<file path="src/cht_pkg.sv">
// Package for the chained hash table engine.
// Holds field widths, operation and status codes, the sequencer state type and the remainder handshake types.
// No dependencies.
package cht_pkg;

  localparam int FUNC_W = 2;
  localparam int KEY_W = 31;
  localparam int VAL_W = 8;
  localparam int STAT_W = 2;
  localparam int CNT_W = 5;

  // Key is split into nibbles for the bucket remainder
  localparam int NIB_CNT = (KEY_W + 3) / 4;
  localparam int NIB_CW = (NIB_CNT > 1) ? $clog2(NIB_CNT) : 1;

  localparam logic [FUNC_W-1:0] FUNC_SEARCH = 2'd0;
  localparam logic [FUNC_W-1:0] FUNC_INSERT = 2'd1;
  localparam logic [FUNC_W-1:0] FUNC_DELETE = 2'd2;

  localparam logic [STAT_W-1:0] STAT_OK = 2'd0;
  localparam logic [STAT_W-1:0] STAT_MISS = 2'd1;
  localparam logic [STAT_W-1:0] STAT_FULL = 2'd2;

  typedef enum logic [6:0] {
    ST_IDLE      = 7'b0000001,
    ST_HASH      = 7'b0000010,
    ST_HEAD_RD   = 7'b0000100,
    ST_HEAD_WAIT = 7'b0001000,
    ST_NODE      = 7'b0010000,
    ST_EXEC      = 7'b0100000,
    ST_LINK      = 7'b1000000
  } state_t;

  // Handshake between sequencer and remainder unit
  typedef struct packed {
    logic go;
  } mod_ctl_t;

  typedef struct packed {
    logic done;
  } mod_sts_t;

endpackage

</file>
<file path="src/cht_ram.sv">
// Generic single-port-write, single-port-read RAM with registered read data.
// No dependencies.
module cht_ram #(
  parameter int WIDTH = 8,
  parameter int DEPTH = 16
) (
  input  logic                                       clk,
  input  logic                                       we,
  input  logic [((DEPTH > 1) ? $clog2(DEPTH) : 1)-1:0] waddr,
  input  logic [WIDTH-1:0]                           wdata,
  input  logic [((DEPTH > 1) ? $clog2(DEPTH) : 1)-1:0] raddr,
  output logic [WIDTH-1:0]                           rdata
);

  logic [WIDTH-1:0] mem [DEPTH];

  // Write and registered read
  always_ff @(posedge clk) begin
    if (we) begin
      mem[waddr] <= wdata;
    end
    rdata <= mem[raddr];
  end

endmodule

</file>
<file path="src/cht_mod.sv">
// Bucket remainder unit: key mod BUCKET_COUNT, one nibble per cycle, MSB first.
// Depends on cht_pkg.
module cht_mod import cht_pkg::*; #(
  parameter int BUCKET_COUNT = 7
) (
  input  logic                 clk,
  input  logic                 rst,
  input  mod_ctl_t             ctl,
  input  logic [KEY_W-1:0]     key,
  output mod_sts_t             sts,
  output logic [((BUCKET_COUNT > 1) ? $clog2(BUCKET_COUNT) : 1)-1:0] rem
);

  localparam int BW = (BUCKET_COUNT > 1) ? $clog2(BUCKET_COUNT) : 1;
  localparam int RW = $clog2(BUCKET_COUNT + 1);
  localparam int TW = RW + 4;
  localparam int PADW = NIB_CNT * 4;

  logic [PADW-1:0]   shreg;
  logic [NIB_CW-1:0] cnt;
  logic [RW-1:0]     r;
  logic              active;
  logic [TW-1:0]     t;
  logic [TW-1:0]     r_next;

  // Fold in one nibble, reduce by 8B, 4B, 2B, B
  always_comb begin
    t = {r, shreg[PADW-1 -: 4]};
    for (int k = 3; k >= 0; k--) begin
      if (t >= (TW'(BUCKET_COUNT) << k)) begin
        t = t - (TW'(BUCKET_COUNT) << k);
      end
    end
    r_next = t;
  end

  // Advance through the nibbles
  always_ff @(posedge clk) begin
    if (rst) begin
      active <= 1'b0;
      sts.done <= 1'b0;
    end else begin
      sts.done <= 1'b0;
      if (ctl.go) begin
        active <= 1'b1;
        cnt <= '0;
        r <= '0;
        shreg <= PADW'(key);
      end else if (active) begin
        r <= r_next[RW-1:0];
        shreg <= shreg << 4;
        cnt <= cnt + 1'b1;
        if (cnt == NIB_CW'(NIB_CNT - 1)) begin
          active <= 1'b0;
          sts.done <= 1'b1;
        end
      end
    end
  end

  assign rem = BW'(r);

endmodule

</file>
<file path="src/chained_hash_table_engine_unit.sv">
// Top level of the chained hash table engine: sequencer, bucket head RAM,
// node RAM and free-node stack RAM. Depends on cht_pkg, cht_ram, cht_mod.
//
// One request is taken when start is high and busy is low. Busy stays high
// until the result appears on status, found_value and entry_count for one
// cycle with done high. After acceptance the sequencer waits in ST_HASH for
// the bucket remainder unit, which works through the key one nibble at a
// time, then reads the bucket head and walks the chain, reading one node per
// cycle from the node RAM and visiting at most POOL_NODES nodes. An insert
// that appends behind an existing node passes through ST_LINK for the
// second node RAM write. The receiver cannot stall. No clearing pass
// follows reset: bucket heads carry valid bits, and fresh nodes are
// handed out by a counter before recycled ones are popped from the stack.
module chained_hash_table_engine_unit import cht_pkg::*; #(
  parameter int BUCKET_COUNT = 7,
  parameter int POOL_NODES = 16
) (
  input  logic              clk,
  input  logic              rst,
  input  logic              start,
  output logic              busy,
  input  logic [FUNC_W-1:0] func,
  input  logic [KEY_W-1:0]  key,
  input  logic [VAL_W-1:0]  new_value,
  output logic              done,
  output logic [STAT_W-1:0] status,
  output logic [VAL_W-1:0]  found_value,
  output logic [CNT_W-1:0]  entry_count
);

  localparam int BW = (BUCKET_COUNT > 1) ? $clog2(BUCKET_COUNT) : 1;
  localparam int NW = $clog2(POOL_NODES + 1);
  localparam int AW = $clog2(POOL_NODES);
  localparam int NDW = KEY_W + VAL_W + NW;
  localparam logic [NW-1:0] NULL_IDX = NW'(POOL_NODES);

  state_t state;

  logic [FUNC_W-1:0] op;
  logic [KEY_W-1:0]  op_key;
  logic [VAL_W-1:0]  op_val;
  logic [BW-1:0]     bucket;
  logic [BW-1:0]     rem;
  mod_ctl_t          mctl;
  mod_sts_t          msts;

  logic [BUCKET_COUNT-1:0] hvalid;
  logic                    head_we;
  logic [NW-1:0]           head_wdata;
  logic [NW-1:0]           head_q;
  logic [NW-1:0]           head_cur;

  logic             node_we;
  logic [AW-1:0]    node_waddr;
  logic [NDW-1:0]   node_wdata;
  logic [AW-1:0]    node_raddr;
  logic [NDW-1:0]   node_q;
  logic [KEY_W-1:0] nkey;
  logic [VAL_W-1:0] nval;
  logic [NW-1:0]    nlink;
  logic [NW-1:0]    nnext;

  logic          stk_we;
  logic [AW-1:0] stk_q;
  logic [NW-1:0] sp;
  logic [NW-1:0] fresh;
  logic          full;
  logic [NW-1:0] alloc;

  logic [NW-1:0]    cur;
  logic [NW-1:0]    visited;
  logic             hit;
  logic [VAL_W-1:0] hit_val;
  logic [NW-1:0]    hit_link;
  logic             tail_ok;
  logic [NW-1:0]    tail;
  logic [KEY_W-1:0] tail_key;
  logic [VAL_W-1:0] tail_val;
  logic [NW-1:0]    new_idx;
  logic [NW-1:0]    count;

  // Bucket remainder unit, loaded from the key port in the accepting cycle
  cht_mod #(.BUCKET_COUNT(BUCKET_COUNT)) u_mod (
    .clk(clk), .rst(rst), .ctl(mctl), .key(key), .sts(msts), .rem(rem)
  );

  // Bucket head memory
  cht_ram #(.WIDTH(NW), .DEPTH(BUCKET_COUNT)) u_head (
    .clk(clk), .we(head_we), .waddr(bucket), .wdata(head_wdata),
    .raddr(bucket), .rdata(head_q)
  );

  // Node memory: key, value, link
  cht_ram #(.WIDTH(NDW), .DEPTH(POOL_NODES)) u_node (
    .clk(clk), .we(node_we), .waddr(node_waddr), .wdata(node_wdata),
    .raddr(node_raddr), .rdata(node_q)
  );

  // Recycled node stack
  cht_ram #(.WIDTH(AW), .DEPTH(POOL_NODES)) u_stack (
    .clk(clk), .we(stk_we), .waddr(sp[AW-1:0]), .wdata(cur[AW-1:0]),
    .raddr(AW'(sp - 1'b1)), .rdata(stk_q)
  );

  assign nkey = node_q[NDW-1 -: KEY_W];
  assign nval = node_q[NW +: VAL_W];
  assign nlink = node_q[NW-1:0];
  assign nnext = (nlink < NULL_IDX) ? nlink : NULL_IDX;
  assign head_cur = hvalid[bucket] ? head_q : NULL_IDX;
  assign full = (fresh == NULL_IDX) && (sp == '0);
  assign alloc = (fresh < NULL_IDX) ? fresh : NW'(stk_q);
  assign mctl.go = (state == ST_IDLE) && start;
  assign busy = (state != ST_IDLE);
  assign entry_count = CNT_W'(count);

  // Memory access control
  always_comb begin
    node_raddr = cur[AW-1:0];
    node_we = 1'b0;
    node_waddr = tail[AW-1:0];
    node_wdata = {tail_key, tail_val, new_idx};
    head_we = 1'b0;
    head_wdata = alloc;
    stk_we = 1'b0;
    case (state)
      ST_HEAD_WAIT: node_raddr = head_cur[AW-1:0];
      ST_NODE:      node_raddr = nnext[AW-1:0];
      ST_EXEC: begin
        if (op == FUNC_INSERT && !hit && !full) begin
          node_we = 1'b1;
          node_waddr = alloc[AW-1:0];
          node_wdata = {op_key, op_val, NULL_IDX};
          head_we = !tail_ok;
        end else if (op == FUNC_DELETE && hit) begin
          node_we = tail_ok;
          node_wdata = {tail_key, tail_val, hit_link};
          head_we = !tail_ok;
          head_wdata = hit_link;
          stk_we = 1'b1;
        end
      end
      ST_LINK: node_we = 1'b1;
      default: ;
    endcase
  end

  // Sequencer: hash, walk the chain, apply the change, report
  always_ff @(posedge clk) begin
    if (rst) begin
      state <= ST_IDLE;
      hvalid <= '0;
      sp <= '0;
      fresh <= '0;
      count <= '0;
      done <= 1'b0;
    end else begin
      done <= 1'b0;
      if (head_we) begin
        hvalid[bucket] <= 1'b1;
      end
      case (state)
        ST_IDLE: begin
          if (start) begin
            op <= func;
            op_key <= key;
            op_val <= new_value;
            state <= ST_HASH;
          end
        end
        ST_HASH: begin
          if (msts.done) begin
            bucket <= rem;
            state <= ST_HEAD_RD;
          end
        end
        ST_HEAD_RD: state <= ST_HEAD_WAIT;
        ST_HEAD_WAIT: begin
          cur <= head_cur;
          hit <= 1'b0;
          tail_ok <= 1'b0;
          tail <= NULL_IDX;
          visited <= '0;
          state <= (head_cur < NULL_IDX) ? ST_NODE : ST_EXEC;
        end
        ST_NODE: begin
          if (nkey == op_key) begin
            hit <= 1'b1;
            hit_val <= nval;
            hit_link <= nnext;
            state <= ST_EXEC;
          end else begin
            tail_ok <= 1'b1;
            tail <= cur;
            tail_key <= nkey;
            tail_val <= nval;
            cur <= nnext;
            visited <= visited + 1'b1;
            if (nnext == NULL_IDX || visited == NW'(POOL_NODES - 1)) begin
              state <= ST_EXEC;
            end
          end
        end
        ST_EXEC: begin
          status <= STAT_MISS;
          found_value <= '0;
          state <= ST_IDLE;
          done <= 1'b1;
          case (op)
            FUNC_SEARCH: begin
              if (hit) begin
                status <= STAT_OK;
                found_value <= hit_val;
              end
            end
            FUNC_INSERT: begin
              if (!hit) begin
                if (full) begin
                  status <= STAT_FULL;
                end else begin
                  status <= STAT_OK;
                  count <= count + 1'b1;
                  new_idx <= alloc;
                  if (fresh < NULL_IDX) begin
                    fresh <= fresh + 1'b1;
                  end else begin
                    sp <= sp - 1'b1;
                  end
                  if (tail_ok) begin
                    state <= ST_LINK;
                    done <= 1'b0;
                  end
                end
              end
            end
            FUNC_DELETE: begin
              if (hit) begin
                status <= STAT_OK;
                sp <= sp + 1'b1;
                if (count != '0) begin
                  count <= count - 1'b1;
                end
              end
            end
            default: ;
          endcase
        end
        ST_LINK: begin
          done <= 1'b1;
          state <= ST_IDLE;
        end
        default: state <= ST_IDLE;
      endcase
    end
  end

endmodule

</file>
<file path="config.mk">
export PLATFORM = sky130hd
export DESIGN_NAME = chained_hash_table_engine_unit
export DESIGN_NICKNAME = d
export VERILOG_FILES = /design/src/cht_pkg.sv /design/src/cht_ram.sv /design/src/cht_mod.sv /design/src/chained_hash_table_engine_unit.sv
export SDC_FILE = /design/constraint.sdc
export NUM_CORES = 1
export LEC_CHECK = 0
export BUFFER_PORTS_ARGS = -buffer_cell sky130_fd_sc_hd__buf_2
export CORE_MARGIN = 8
export CORE_UTILIZATION = 55
export CTS_BUF_LIST = sky130_fd_sc_hd__clkbuf_8
export DETAILED_ROUTE_END_ITERATION = 7
export GPL_TIMING_DRIVEN = 0
export PLACE_DENSITY = 0.75
export RECOVER_POWER = 100
export SYNTH_ARGS = -nofsm -noshare
export SYNTH_HDL_FRONTEND = slang
export SYNTH_HIERARCHICAL = 1
export SYNTH_SLANG_ARGS = --single-unit
</file>
<file path="constraint.sdc">
create_clock -name clk -period 8.25 [get_ports clk]
set_input_delay 0.825 -clock clk [delete_from_list [all_inputs] [get_ports clk]]
set_output_delay 0.825 -clock clk [all_outputs]
set_load 0.1 [all_outputs]
</file>
# After elaboration in Yosys (flattened, before gate mapping)
# Memories as Yosys holds them, arrays and structs flattened. A register that Yosys moved wholly into a read port is not among the register bits.
# Index checks and enable logic that the tools add are counted.
# Widths: inputs -> output; s select.
[totals] ram_bits=803 ff_bits=196 input_bits=44 elab_cells=196 mem_count=3 out_inout_bits=17
[mem_list] memory="u_node.mem" depth=16 word_bits=44 rd=1 rd_ports_with_merged_regs=1 wr=1 line_no="cht_ram.sv:15" rtl="logic [WIDTH-1:0] mem [DEPTH];"
[mem_list] memory="u_stack.mem" depth=16 word_bits=4 rd=1 rd_ports_with_merged_regs=1 wr=1 line_no="cht_ram.sv:15"
[mem_list] memory="u_head.mem" depth=7 word_bits=5 rd=1 rd_ports_with_merged_regs=1 wr=1 line_no="cht_ram.sv:15"
[classes] muxes=82 n_reduce_logical=32 magnitude_cmp=9 bitwise_logic=6 n_addsub=11 n_eq_ne=25
[op_table] op="$mux 44" count=2
[op_table] op="$mux 5" count=16
[op_table] op="$mux 7" count=11
[op_table] op="$pmux 7 s6" count=1
[op_table] op="$mux 32" count=1
[op_table] op="$eq 31x31->1" count=1
[op_table] op="$mux 31" count=1
[op_table] op="$pmux 5 s2" count=3
[op_table] op="$mux 1" count=27
[op_table] op="$pmux 4 s2" count=3
[op_table] op="$reduce_and 3->1" count=7
[op_table] op="$add 5x1->5 const B" count=4
[op_table] op="$mux 4" count=4
[op_table] op="$lt 5x5->1 const B" count=3
[op_table] op="$ne 2x2->1 const B" count=7
[op_table] op="$reduce_and 6->1" count=2
[op_table] op="$eq 5x5->1 const B" count=2
[op_table] op="$reduce_and 5->1" count=2
[op_table] op="$sub 5x1->5 const B" count=2
[op_table] op="$mux 3" count=3
[op_table] op="$pmux 1 s2" count=4
[op_table] op="$eq 7x1->1 const B" count=1
[op_table] op="$eq 7x2->1 const B" count=1
[op_table] op="$eq 7x3->1 const B" count=1
[op_table] op="other kinds (39)" count=56

# Longest topological paths before layout
# Gate-level depths: netlist of the first run.
[depth] depth_word=9 ltp_mapped=17 mapped_depth_nobuf=17

# By module
# Netlist of the first run, hierarchy kept.
[by_module_without_submodules] mod="cht_ram at u_node" cells_per_inst=1142 seq_area_each_um2=22021.1 area_each_um2=27266.2 n_inst=1
[by_module_without_submodules] mod="chained_hash_table_engine_unit" cells_per_inst=599 seq_area_each_um2=4354.2 area_each_um2=6835.3 n_inst=1
[by_module_without_submodules] mod="cht_ram at u_stack" cells_per_inst=130 seq_area_each_um2=2001.9 area_each_um2=2666.3 n_inst=1
[by_module_without_submodules] mod="cht_mod" cells_per_inst=198 seq_area_each_um2=1181.1 area_each_um2=2413.6 n_inst=1
[by_module_without_submodules] mod="cht_ram at u_head" cells_per_inst=87 seq_area_each_um2=1151.1 area_each_um2=1529.0 n_inst=1

# Worst setup path after synthesis of the first run
# Ideal clock, no wire load.
[synth_timing] path_kind="reg2reg" startpoint="register sp[0]" endpoint="memory u_node/mem[0][0] in the netlist's numbering, enable pin" setup_time_ns=0.500 setup_slack_ns=2.269 period_less_slack_ns=5.981 arrival_ns=5.481 required_time_ns=7.750 path_buffers=1 stages_incl_launch_ff=10 cell_sequence="dfxtp_1 inv_1 ha_1 nor4b_1 a41oi_1 nand2_1 clkbuf_1 o21ai_0 or3b_2 nor3_1"
[synth_between] elab_cells_between_ends=10 cone_classes="mux: 6; reduce/logical: 4"
[synth_lines] item="from (decl)" line_no="chained_hash_table_engine_unit.sv:65" rtl="logic [NW-1:0] sp;"
[synth_lines] item="from (signal assigned)" line_no="chained_hash_table_engine_unit.sv:226" rtl="sp <= sp - 1'b1;"
[synth_lines] item="from (signal assigned)" line_no="chained_hash_table_engine_unit.sv:238" rtl="sp <= sp + 1'b1;"
[synth_lines] item="$logic_not 5->1" line_no="chained_hash_table_engine_unit.sv:110" rtl="assign full = (fresh == NULL_IDX) && (sp == '0);"
[synth_lines] item="$logic_and 1x1->1" line_no="chained_hash_table_engine_unit.sv:110"
[synth_lines] item="$logic_not 1->1" line_no="chained_hash_table_engine_unit.sv:129" rtl="if (op == FUNC_INSERT && !hit && !full) begin"
[synth_lines] item="$logic_and 1x1->1" line_no="chained_hash_table_engine_unit.sv:129"
[synth_lines] item="$mux 4" line_no="chained_hash_table_engine_unit.sv:129"
[synth_lines] item="$mux 4" line_no="chained_hash_table_engine_unit.sv:125" rtl="case (state)"
[synth_lines] item="named net node_waddr[2]" line_no="chained_hash_table_engine_unit.sv:54" rtl="logic [AW-1:0] node_waddr;"
[synth_lines] item="to (decl)" line_no="cht_ram.sv:15"
# The timed path passes the listed nets, and every way through them passes these cells.

# Worst setup path in the final report of the first run
[layout_timing] startpoint="register sp[0]" endpoint="memory u_node/mem[11][15] in the netlist's numbering, enable pin"
# The elaborated chain is that of the path after synthesis.

==> impl_metrics.py, run 1 <==
metrics = {
    "logic_synthesis": {
        "synth_cells": 2156,
        "synth_top_area_cell": "edfxtp_1",
        "ys_types": 80,
        "synth_flop_cell": "edfxtp_1",
        "ys.warnings.count": 6,
        "ys_ff_latch": 1051,
        "syn_area_um2": 40700,
        "synth-async-reset-ratio_pct": 0,
        "yosys-top-cells-area": "edfxtp_1 71%, mux4_2 9.9%, dfxtp_1 4.2%, nand2_1 2.0%, a22oi_1 1.7%",
        "synth_nets": 2217,
        "synth_top_area_share_pct": 71.3,
        "synth_most_common_cell": "edfxtp_1",
        "synth_edf_count": 966,
        "netlist_top_cells_count": "966 x edfxtp_1, 216 x nand2_1, 179 x mux4_2",
        "seq_area_frac_synth_pct": 75.4,
        "synth.avg_cell_area_um2": 18.9,
    },
    "clock_network": {
        "post_cts_buffers": 0,
        "cts_tree": "done",
        "clockBufferDepth": 3,
        "insertion_delay_ns": 0.83,
        "cts_buffers": 160,
        "cts-root-buf": "clkbuf_8",
        "cts_resized": 0,
        "clkTransAtPathRegs_ns": 0.06,
        "cts_max_level": 4,
        "hold_buffers": 0,
        "cts.sinks": 1051,
    },
    "global_route": {
        "grt_pass1_wl_um": 140000,
        "antenna_found_initial": 1,
        "grt.total_usage_pct": 23.0,
        "grt_max_degree": 25,
        "overflow": 0,
        "grt_pass1_vias": 22321,
    },
    "layout": {
        "nFillCells": 5073,
        "synthToLayoutAreaGrowth_pct": 11.7,
        "fin_nets": 2494,
        "drive_above_1_share_pct": 18.9,
    },
    "pwr": {
        "leakage_nw": 15.0,
        "p_total_mw": 10.1,
        "p_per_area_nw_per_um2": 222,
        "peakVddDrop_uv": 174,
    },
    "setup_path": {
        "slowest_stage": "nor2_1",
        "cp.arrival_ns": 6.96,
        "reg2reg_depth": 10,
        "cpPeakStageDelay_ns": 1.45,
        "r2r_start": "sp[0]$_SDFFE_PP0P_",
        "endpoint_kind": "flop",
        "critical_path_required_ns": 8.62,
        "critPathMaxFanout": 20,
        "path_cells": "inv_1 > ha_1 > nor4b_1 > a41oi_1 > nand2_1 > clkbuf_1 > o21ai_0 > nand2_1 > nor2_1 > clkbuf_1",
        "r2r_end": "u_node/mem[11][15]$_DFFE_PP_",
        "worst_setup_path_start_kind": "flop",
        "r2r_slack_ns": 1.66,
        "path_class": "reg -> reg",
    },
    "timing": {
        "post-route-period-util_pct": 79.8,
        "drv_slew": 345,
        "hold_viol": 0,
        "setup_viol": 0,
        "tightest_slew_ns": 2.83,
        "slew-limit-headroom_pct": -89.2,
        "tns_ns": 0,
        "rsz0062_at_grt": "no",
        "max_freq_mhz": 152,
        "period_needed_ns": 6.59,
        "fin_skew_ns": 0.0530,
    },
    "die": {
        "dieArea_um2": 83000,
        "pin_count": 61,
        "start_util_pct": 55.7,
        "die_h_um": 288,
        "fp.dieW_um": 288,
        "row_count": 99,
        "core_area_um2": 73100,
    },
    "routing": {
        "via_per_inst": 6.20,
        "first_pass_iters": 6,
        "vias": 21885,
        "route.met3.wl_um": 10100,
        "met2_length_um": 46100,
        "highest_layer": "met4",
        "wl_um": 95000,
        "routedWlPerCell_um": 26.9,
        "drc_errors": 0,
        "ant_nets": 0,
        "wl_met1_um": 36200,
        "dr.first_iter.drc_count": 2626,
    },
    "status": {
        "outcome": "finished, violations left",
        "violations": "max-capacitance violations, max-slew violations",
    },
    "worst_hold_path": {
        "worstHoldEndpoint": "op_val[7]$_DFFE_PP_",
        "holdPathStages": 1,
        "hp-class": "in -> reg",
        "hp-start": "new_value[7]",
    },
    "placed_design": {
        "finalWeightedCongestion": 0.803,
        "io_buffers": 60,
        "dpl.hpwl_um": 61800,
    },
    "flow_run": {
        "max_cap_viol_count": 20,
    },
}
metrics by stage:
step                std cells  worst slack [ns]  cell area [um2]  hold slack [ns]  utilization [%]
floorplan                2156              2.27            40700            0.404                -
global placement         3175             -2.27            42200            0.416             57.8
detailed placement       3229              3.06            43300            0.424             59.2
CTS                      3527              3.02            46400            0.102             63.4
global route             3529              1.44            45500            0.142             62.2
finish                   3529              1.66            45500            0.187             62.2
sequential cells by signal (all words and copies together), names as in the netlist, 7 cells and up:
name	count
found_value	8
hit_val	8
hvalid	7
op_key	31
op_val	8
state	7
tail_key	31
tail_val	8
u_head/mem	35
u_mod/shreg	32
u_node/mem	704
u_node/rdata	44
u_stack/mem	64
cell type report:
class / count / area, um2 / share of cell area (%)
repair buffers: 115 / 542 / 1.19
clock inverters: 116 / 581 / 1.28
plain buffers: 95 / 489 / 1.08
clock buffers: 182 / 2500 / 5.51
inverters: 29 / 109 / 0.239
diodes: 1 / 2.50 / 0.00550
well taps: 959 / 1200 / 2.64
multi-input cells: 981 / 9340 / 20.5
flip-flops and latches: 1051 / 30700 / 67.5
cell families after synthesis:
| kind of cell | synth area share, % |
|---|---|
| flip-flops | 75.4 |
| AND/OR/NAND/NOR | 5.25 |
| multiplexers | 12.4 |
| AO/OA/AOI/OAI | 3.80 |
| buffers and inverters | 1.54 |
| XOR/XNOR | 0.990 |
| adder cells (fa/ha/maj) | 0.541 |
layout by cell type, fill, tap and decap left out, drive strengths merged, types with 16 or more instances in the layout:
| cell | n |
|---|---|
| mux2 | 40 |
| nand3 | 18 |
| xnor2 | 42 |
| a22oi | 92 |
| ha | 16 |
| mux2i | 19 |
| a21oi | 21 |
| nor2 | 78 |
| clkbuf | 331 |
| nor3 | 22 |
| and2 | 24 |
| edfxtp | 966 |
| clkinv | 38 |
| nor2b | 18 |
| inv | 102 |
| o21ai | 28 |
| nand2 | 216 |
| dfxtp | 85 |
| buf | 61 |
| mux4 | 193 |
per-layer routing:
layer  GRT usage [%]  vias to the layer above
met5               0                        -
met2            37.5                     1297
met1            30.8                    11167
li1                -                     9237
met4            7.96                        0
met3            5.20                      184
critical path: cells and delay by family (launching register included):
kind	cells	cell delay (ns)
AND/OR/NAND/NOR	4	2.25
buffers and inverters	3	1.93
AO/OA/AOI/OAI	2	1.15
flip-flops	1	0.58
adder cells (fa/ha/maj)	1	0.25
power breakdown:
part	leakage [nW]	switching (mW)	internal [mW]
Clock	1.82	1.98	2.07
Sequential	9.39	0.0230	5.78
Combinational	3.84	0.160	0.106
Total	15.0	2.17	7.95
worst max path at each step:
stage,slack (ns),start,endpoint
2_1_floorplan,2.27,sp[0]$_SDFFE_PP0P_,u_node/mem[0][0]$_DFFE_PP_
3_3_place_gp,-2.27,sp[0]$_SDFFE_PP0P_,u_node/mem[8][29]$_DFFE_PP_
3_5_place_dp,3.06,sp[0]$_SDFFE_PP0P_,u_node/mem[1][34]$_DFFE_PP_
4_1_cts,3.02,sp[0]$_SDFFE_PP0P_,u_node/mem[1][16]$_DFFE_PP_
5_1_grt,1.44,sp[0]$_SDFFE_PP0P_,u_node/mem[11][15]$_DFFE_PP_
6_report,1.66,sp[0]$_SDFFE_PP0P_,u_node/mem[11][15]$_DFFE_PP_
Note: power is estimated with default switching activity, not from simulation.
==> run 2: changes to the inputs <==
--- a/config.mk
+++ b/config.mk
@@ -5,13 +5,14 @@
 export SDC_FILE = /design/constraint.sdc
 export NUM_CORES = 1
 export LEC_CHECK = 0
+export ABC_AREA = 1
 export BUFFER_PORTS_ARGS = -buffer_cell sky130_fd_sc_hd__buf_2
 export CORE_MARGIN = 8
 export CORE_UTILIZATION = 55
 export CTS_BUF_LIST = sky130_fd_sc_hd__clkbuf_8
 export DETAILED_ROUTE_END_ITERATION = 7
 export GPL_TIMING_DRIVEN = 0
-export PLACE_DENSITY = 0.75
+export PLACE_DENSITY = 0.78
 export RECOVER_POWER = 100
 export SYNTH_ARGS = -nofsm -noshare
 export SYNTH_HDL_FRONTEND = slang
==> constraint.sdc (replaced) <==
create_clock -name clk -period 5.36 [get_ports clk]
set_input_delay 0.536 -clock clk [delete_from_list [all_inputs] [get_ports clk]]
set_output_delay 0.536 -clock clk [all_outputs]
set_load 0.1 [all_outputs]
==> run 2 against run 1 <==
The flow still finishes with violations (max-capacitance violations, max-slew violations). Global-route usage up 3.0 points. Clock power up 58%. Sequential power up 57%. Combinational power rose to 6.7 times the previous value.
==> impl_metrics.py, run 2 <==
metrics = {
    "die": {
        "start_util_pct": 55.2,
        "pin_count": 61,
        "core_area_um2": 81500,
        "dieArea_um2": 91200,
        "row_count": 105,
        "die_h_um": 302,
        "fp.dieW_um": 302,
    },
    "routing": {
        "vias": 31907,
        "via_per_inst": 5.46,
        "dr.first_iter.drc_count": 3698,
        "first_pass_iters": 5,
        "ant_nets": 0,
        "drc_errors": 0,
        "wl_um": 119000,
        "routedWlPerCell_um": 20.4,
    },
    "status": {
        "outcome": "finished, violations left",
        "violations": "max-capacitance violations, max-slew violations",
    },
    "timing": {
        "tightest_slew_ns": 2.31,
        "fin_skew_ns": 0.0471,
        "post-route-period-util_pct": 85.2,
        "max_freq_mhz": 219,
        "hold_viol": 0,
        "slew-limit-headroom_pct": -54.5,
        "holdWs_ns": 0.126,
        "setup_viol": 0,
        "rsz0062_at_grt": "no",
        "layout_setup_ws_ns": 0.792,
        "drv_slew": 234,
        "period_needed_ns": 4.57,
    },
    "setup_path": {
        "path_cells": "inv_1 > ha_1 > nand4_1 > nor2_1 > nor2_1 > nand2_1 > buf_6 > clkbuf_1 > o211ai_1 > nand3b_1 > nor2_4 > buf_12",
        "cpPeakStageDelay_ns": 0.83,
        "cp.arrival_ns": 5.07,
        "slowest_stage": "nor2_4",
        "critPathMaxFanout": 25,
        "worst_setup_path_start_kind": "flop",
        "endpoint_kind": "flop",
        "r2r_slack_ns": 0.79,
        "cpMostUsedCell": "nor2_1",
        "critical_path_required_ns": 5.86,
        "path_class": "reg -> reg",
    },
    "logic_synthesis": {
        "synth_nets": 4403,
        "synth_top_area_cell": "edfxtp_1",
        "synth-async-reset-ratio_pct": 0,
        "synth_edf_count": 966,
        "syn_area_um2": 45000,
        "yosys-top-cells-area": "edfxtp_1 65%, nand2_1 12%, nand3_1 7.0%, inv_1 5.9%, dfxtp_1 3.8%",
        "seq_area_frac_synth_pct": 68.3,
        "netlist_top_cells_count": "1390 x nand2_1, 966 x edfxtp_1, 710 x inv_1",
        "synth_top_area_share_pct": 64.5,
        "ys_ff_latch": 1051,
        "synth.avg_cell_area_um2": 10.4,
        "ys_types": 42,
        "synth_cells": 4342,
        "synth_most_common_cell": "nand2_1",
        "ys.warnings.count": 6,
        "synth_flop_cell": "edfxtp_1",
    },
    "layout": {
        "final_cell_mix": "1393 x nand2_1, 966 x edfxtp_1, 793 x inv_1, 630 x nand3_1, 181 x clkbuf_8",
        "seqCellArea_um2": 30700,
        "largest_reg_flops": 704,
        "fin_nets": 4698,
        "regMostFlops": "u_node/mem",
        "multiInputGateArea_um2": 10600,
        "drive_above_1_share_pct": 8.84,
        "nFillCells": 6170,
        "final_common_cell": "nand2_1",
        "synthToLayoutAreaGrowth_pct": 12.4,
        "reg_top3": "u_node/mem: 704 flops, u_stack/mem: 64 flops, u_node/rdata: 44 flops",
    },
    "pwr": {
        "p_per_area_nw_per_um2": 342,
        "leakage_nw": 21.6,
        "peakVddDrop_uv": 314,
    },
    "worst_hold_path": {
        "hp-class": "in -> reg",
    },
    "placed_design": {
        "finalWeightedCongestion": 0.871,
        "dp_slack_ns": 1.45,
        "io_buffers": 60,
        "dpl.hpwl_um": 79100,
    },
    "clock_network": {
        "clkTransAtPathRegs_ns": 0.06,
        "cts_tree": "done",
        "clockBufferDepth": 3,
        "insertion_delay_ns": 0.85,
        "cts-root-buf": "clkbuf_8",
        "cts_max_level": 4,
        "cts.sinks": 1051,
        "cts_buffers": 166,
    },
    "global_route": {
        "overflow": 0,
        "grt_max_degree": 29,
        "antenna_found_initial": 5,
        "grt_pass1_vias": 31535,
        "grt_pass1_wl_um": 179000,
        "grt.total_usage_pct": 26.0,
    },
    "flow_run": {
        "max_cap_viol_count": 14,
    },
}
[run 2: metal layers]
layer | track usage (%) | vias up | wire length (um)
met1 | 31.6 | 14874 | 43000
met3 | 5.52 | 431 | 13000
met5 | 0 | - | 23
met4 | 15.0 | 4 | 7060
met2 | 43.1 | 1921 | 56500
li1 | - | 14677 | -
[run 2: worst max-delay path, delay by kind of cell (launching register included)]
kind	cells	cell delay, ns
adders and majority gates	1	0.23
buffers and inverters	4	1.15
DFF	1	0.46
AOI/OAI and AO/OA	1	0.38
and+or+nand+nor	6	1.96
[run 2: per-stage QoR]
stage               instance area [um2]  instances  total power, mW  util, %  TNS, ns
floorplan                         45000       4342             10.5        -        0
global placement                  46600       5472             11.0     57.2  -685.66
detailed placement                47300       5497             11.1     58.0        0
CTS                               50800       5842             17.4     62.4        0
global route                      50500       5846             17.9     62.0        0
finish                            50500       5848             17.3     62.0        0
[run 2: cell families (layout without fill, tap and decap cells)]
family | count (synthesis) | count (layout) | share of synthesized area (%)
AOI/OAI and AO/OA | 78 | 78 | 0.980
xor gates and xnor gates | 42 | 42 | 0.818
adders and majority gates | 17 | 17 | 0.490
buffers and inverters | 918 | 1348 | 8.29
DFF | 1051 | 1051 | 68.3
other | 0 | 6 | 0
and+or+nand+nor | 2236 | 2236 | 21.1
[run 2: cell type report]
class	instances	area share (%)
antenna	6	0.0297
clock inverter	122	1.25
clock buffer	181	4.93
timing repair buffer	127	2.14
multi-input combinational	2373	20.9
sequential	1051	60.8
inverter	734	5.48
buffer	184	1.84
tap	1070	2.65
[run 2: report_power, final]
| part | total (mW) | leakage [nW] | switching (mW) | internal [mW] |
|---|---|---|---|---|
| registers | 9.13 | 9.51 | 0.0833 | 9.05 |
| clock network | 6.38 | 1.87 | 3.14 | 3.23 |
| logic | 1.78 | 10.2 | 1.24 | 0.534 |
| total | 17.3 | 21.6 | 4.47 | 12.8 |
[run 2: repair_timing]
| action | in CTS | in global routing |
|---|---|---|
| setup buffers | 0 | 0 |
| endpoints found under the hold margin | 66 | 0 |
| hold buffers | 42 | 0 |
| gates resized for setup | 0 | 0 |
[run 2: final timing paths]
path / startpoint / to / cells after the start
setup / recovery: sp[0]$_SDFFE_PP0P_ / u_node/mem[9][21]$_DFFE_PP_ / 12
hold / removal: start / state[0]$_SDFFE_PP1P_ / 3
setup reg to reg: sp[0]$_SDFFE_PP0P_ / u_node/mem[9][21]$_DFFE_PP_ / 12
hold reg to reg: u_node/rdata[7]$_DFF_P_ / tail_val[2]$_DFFE_PP_ / 0
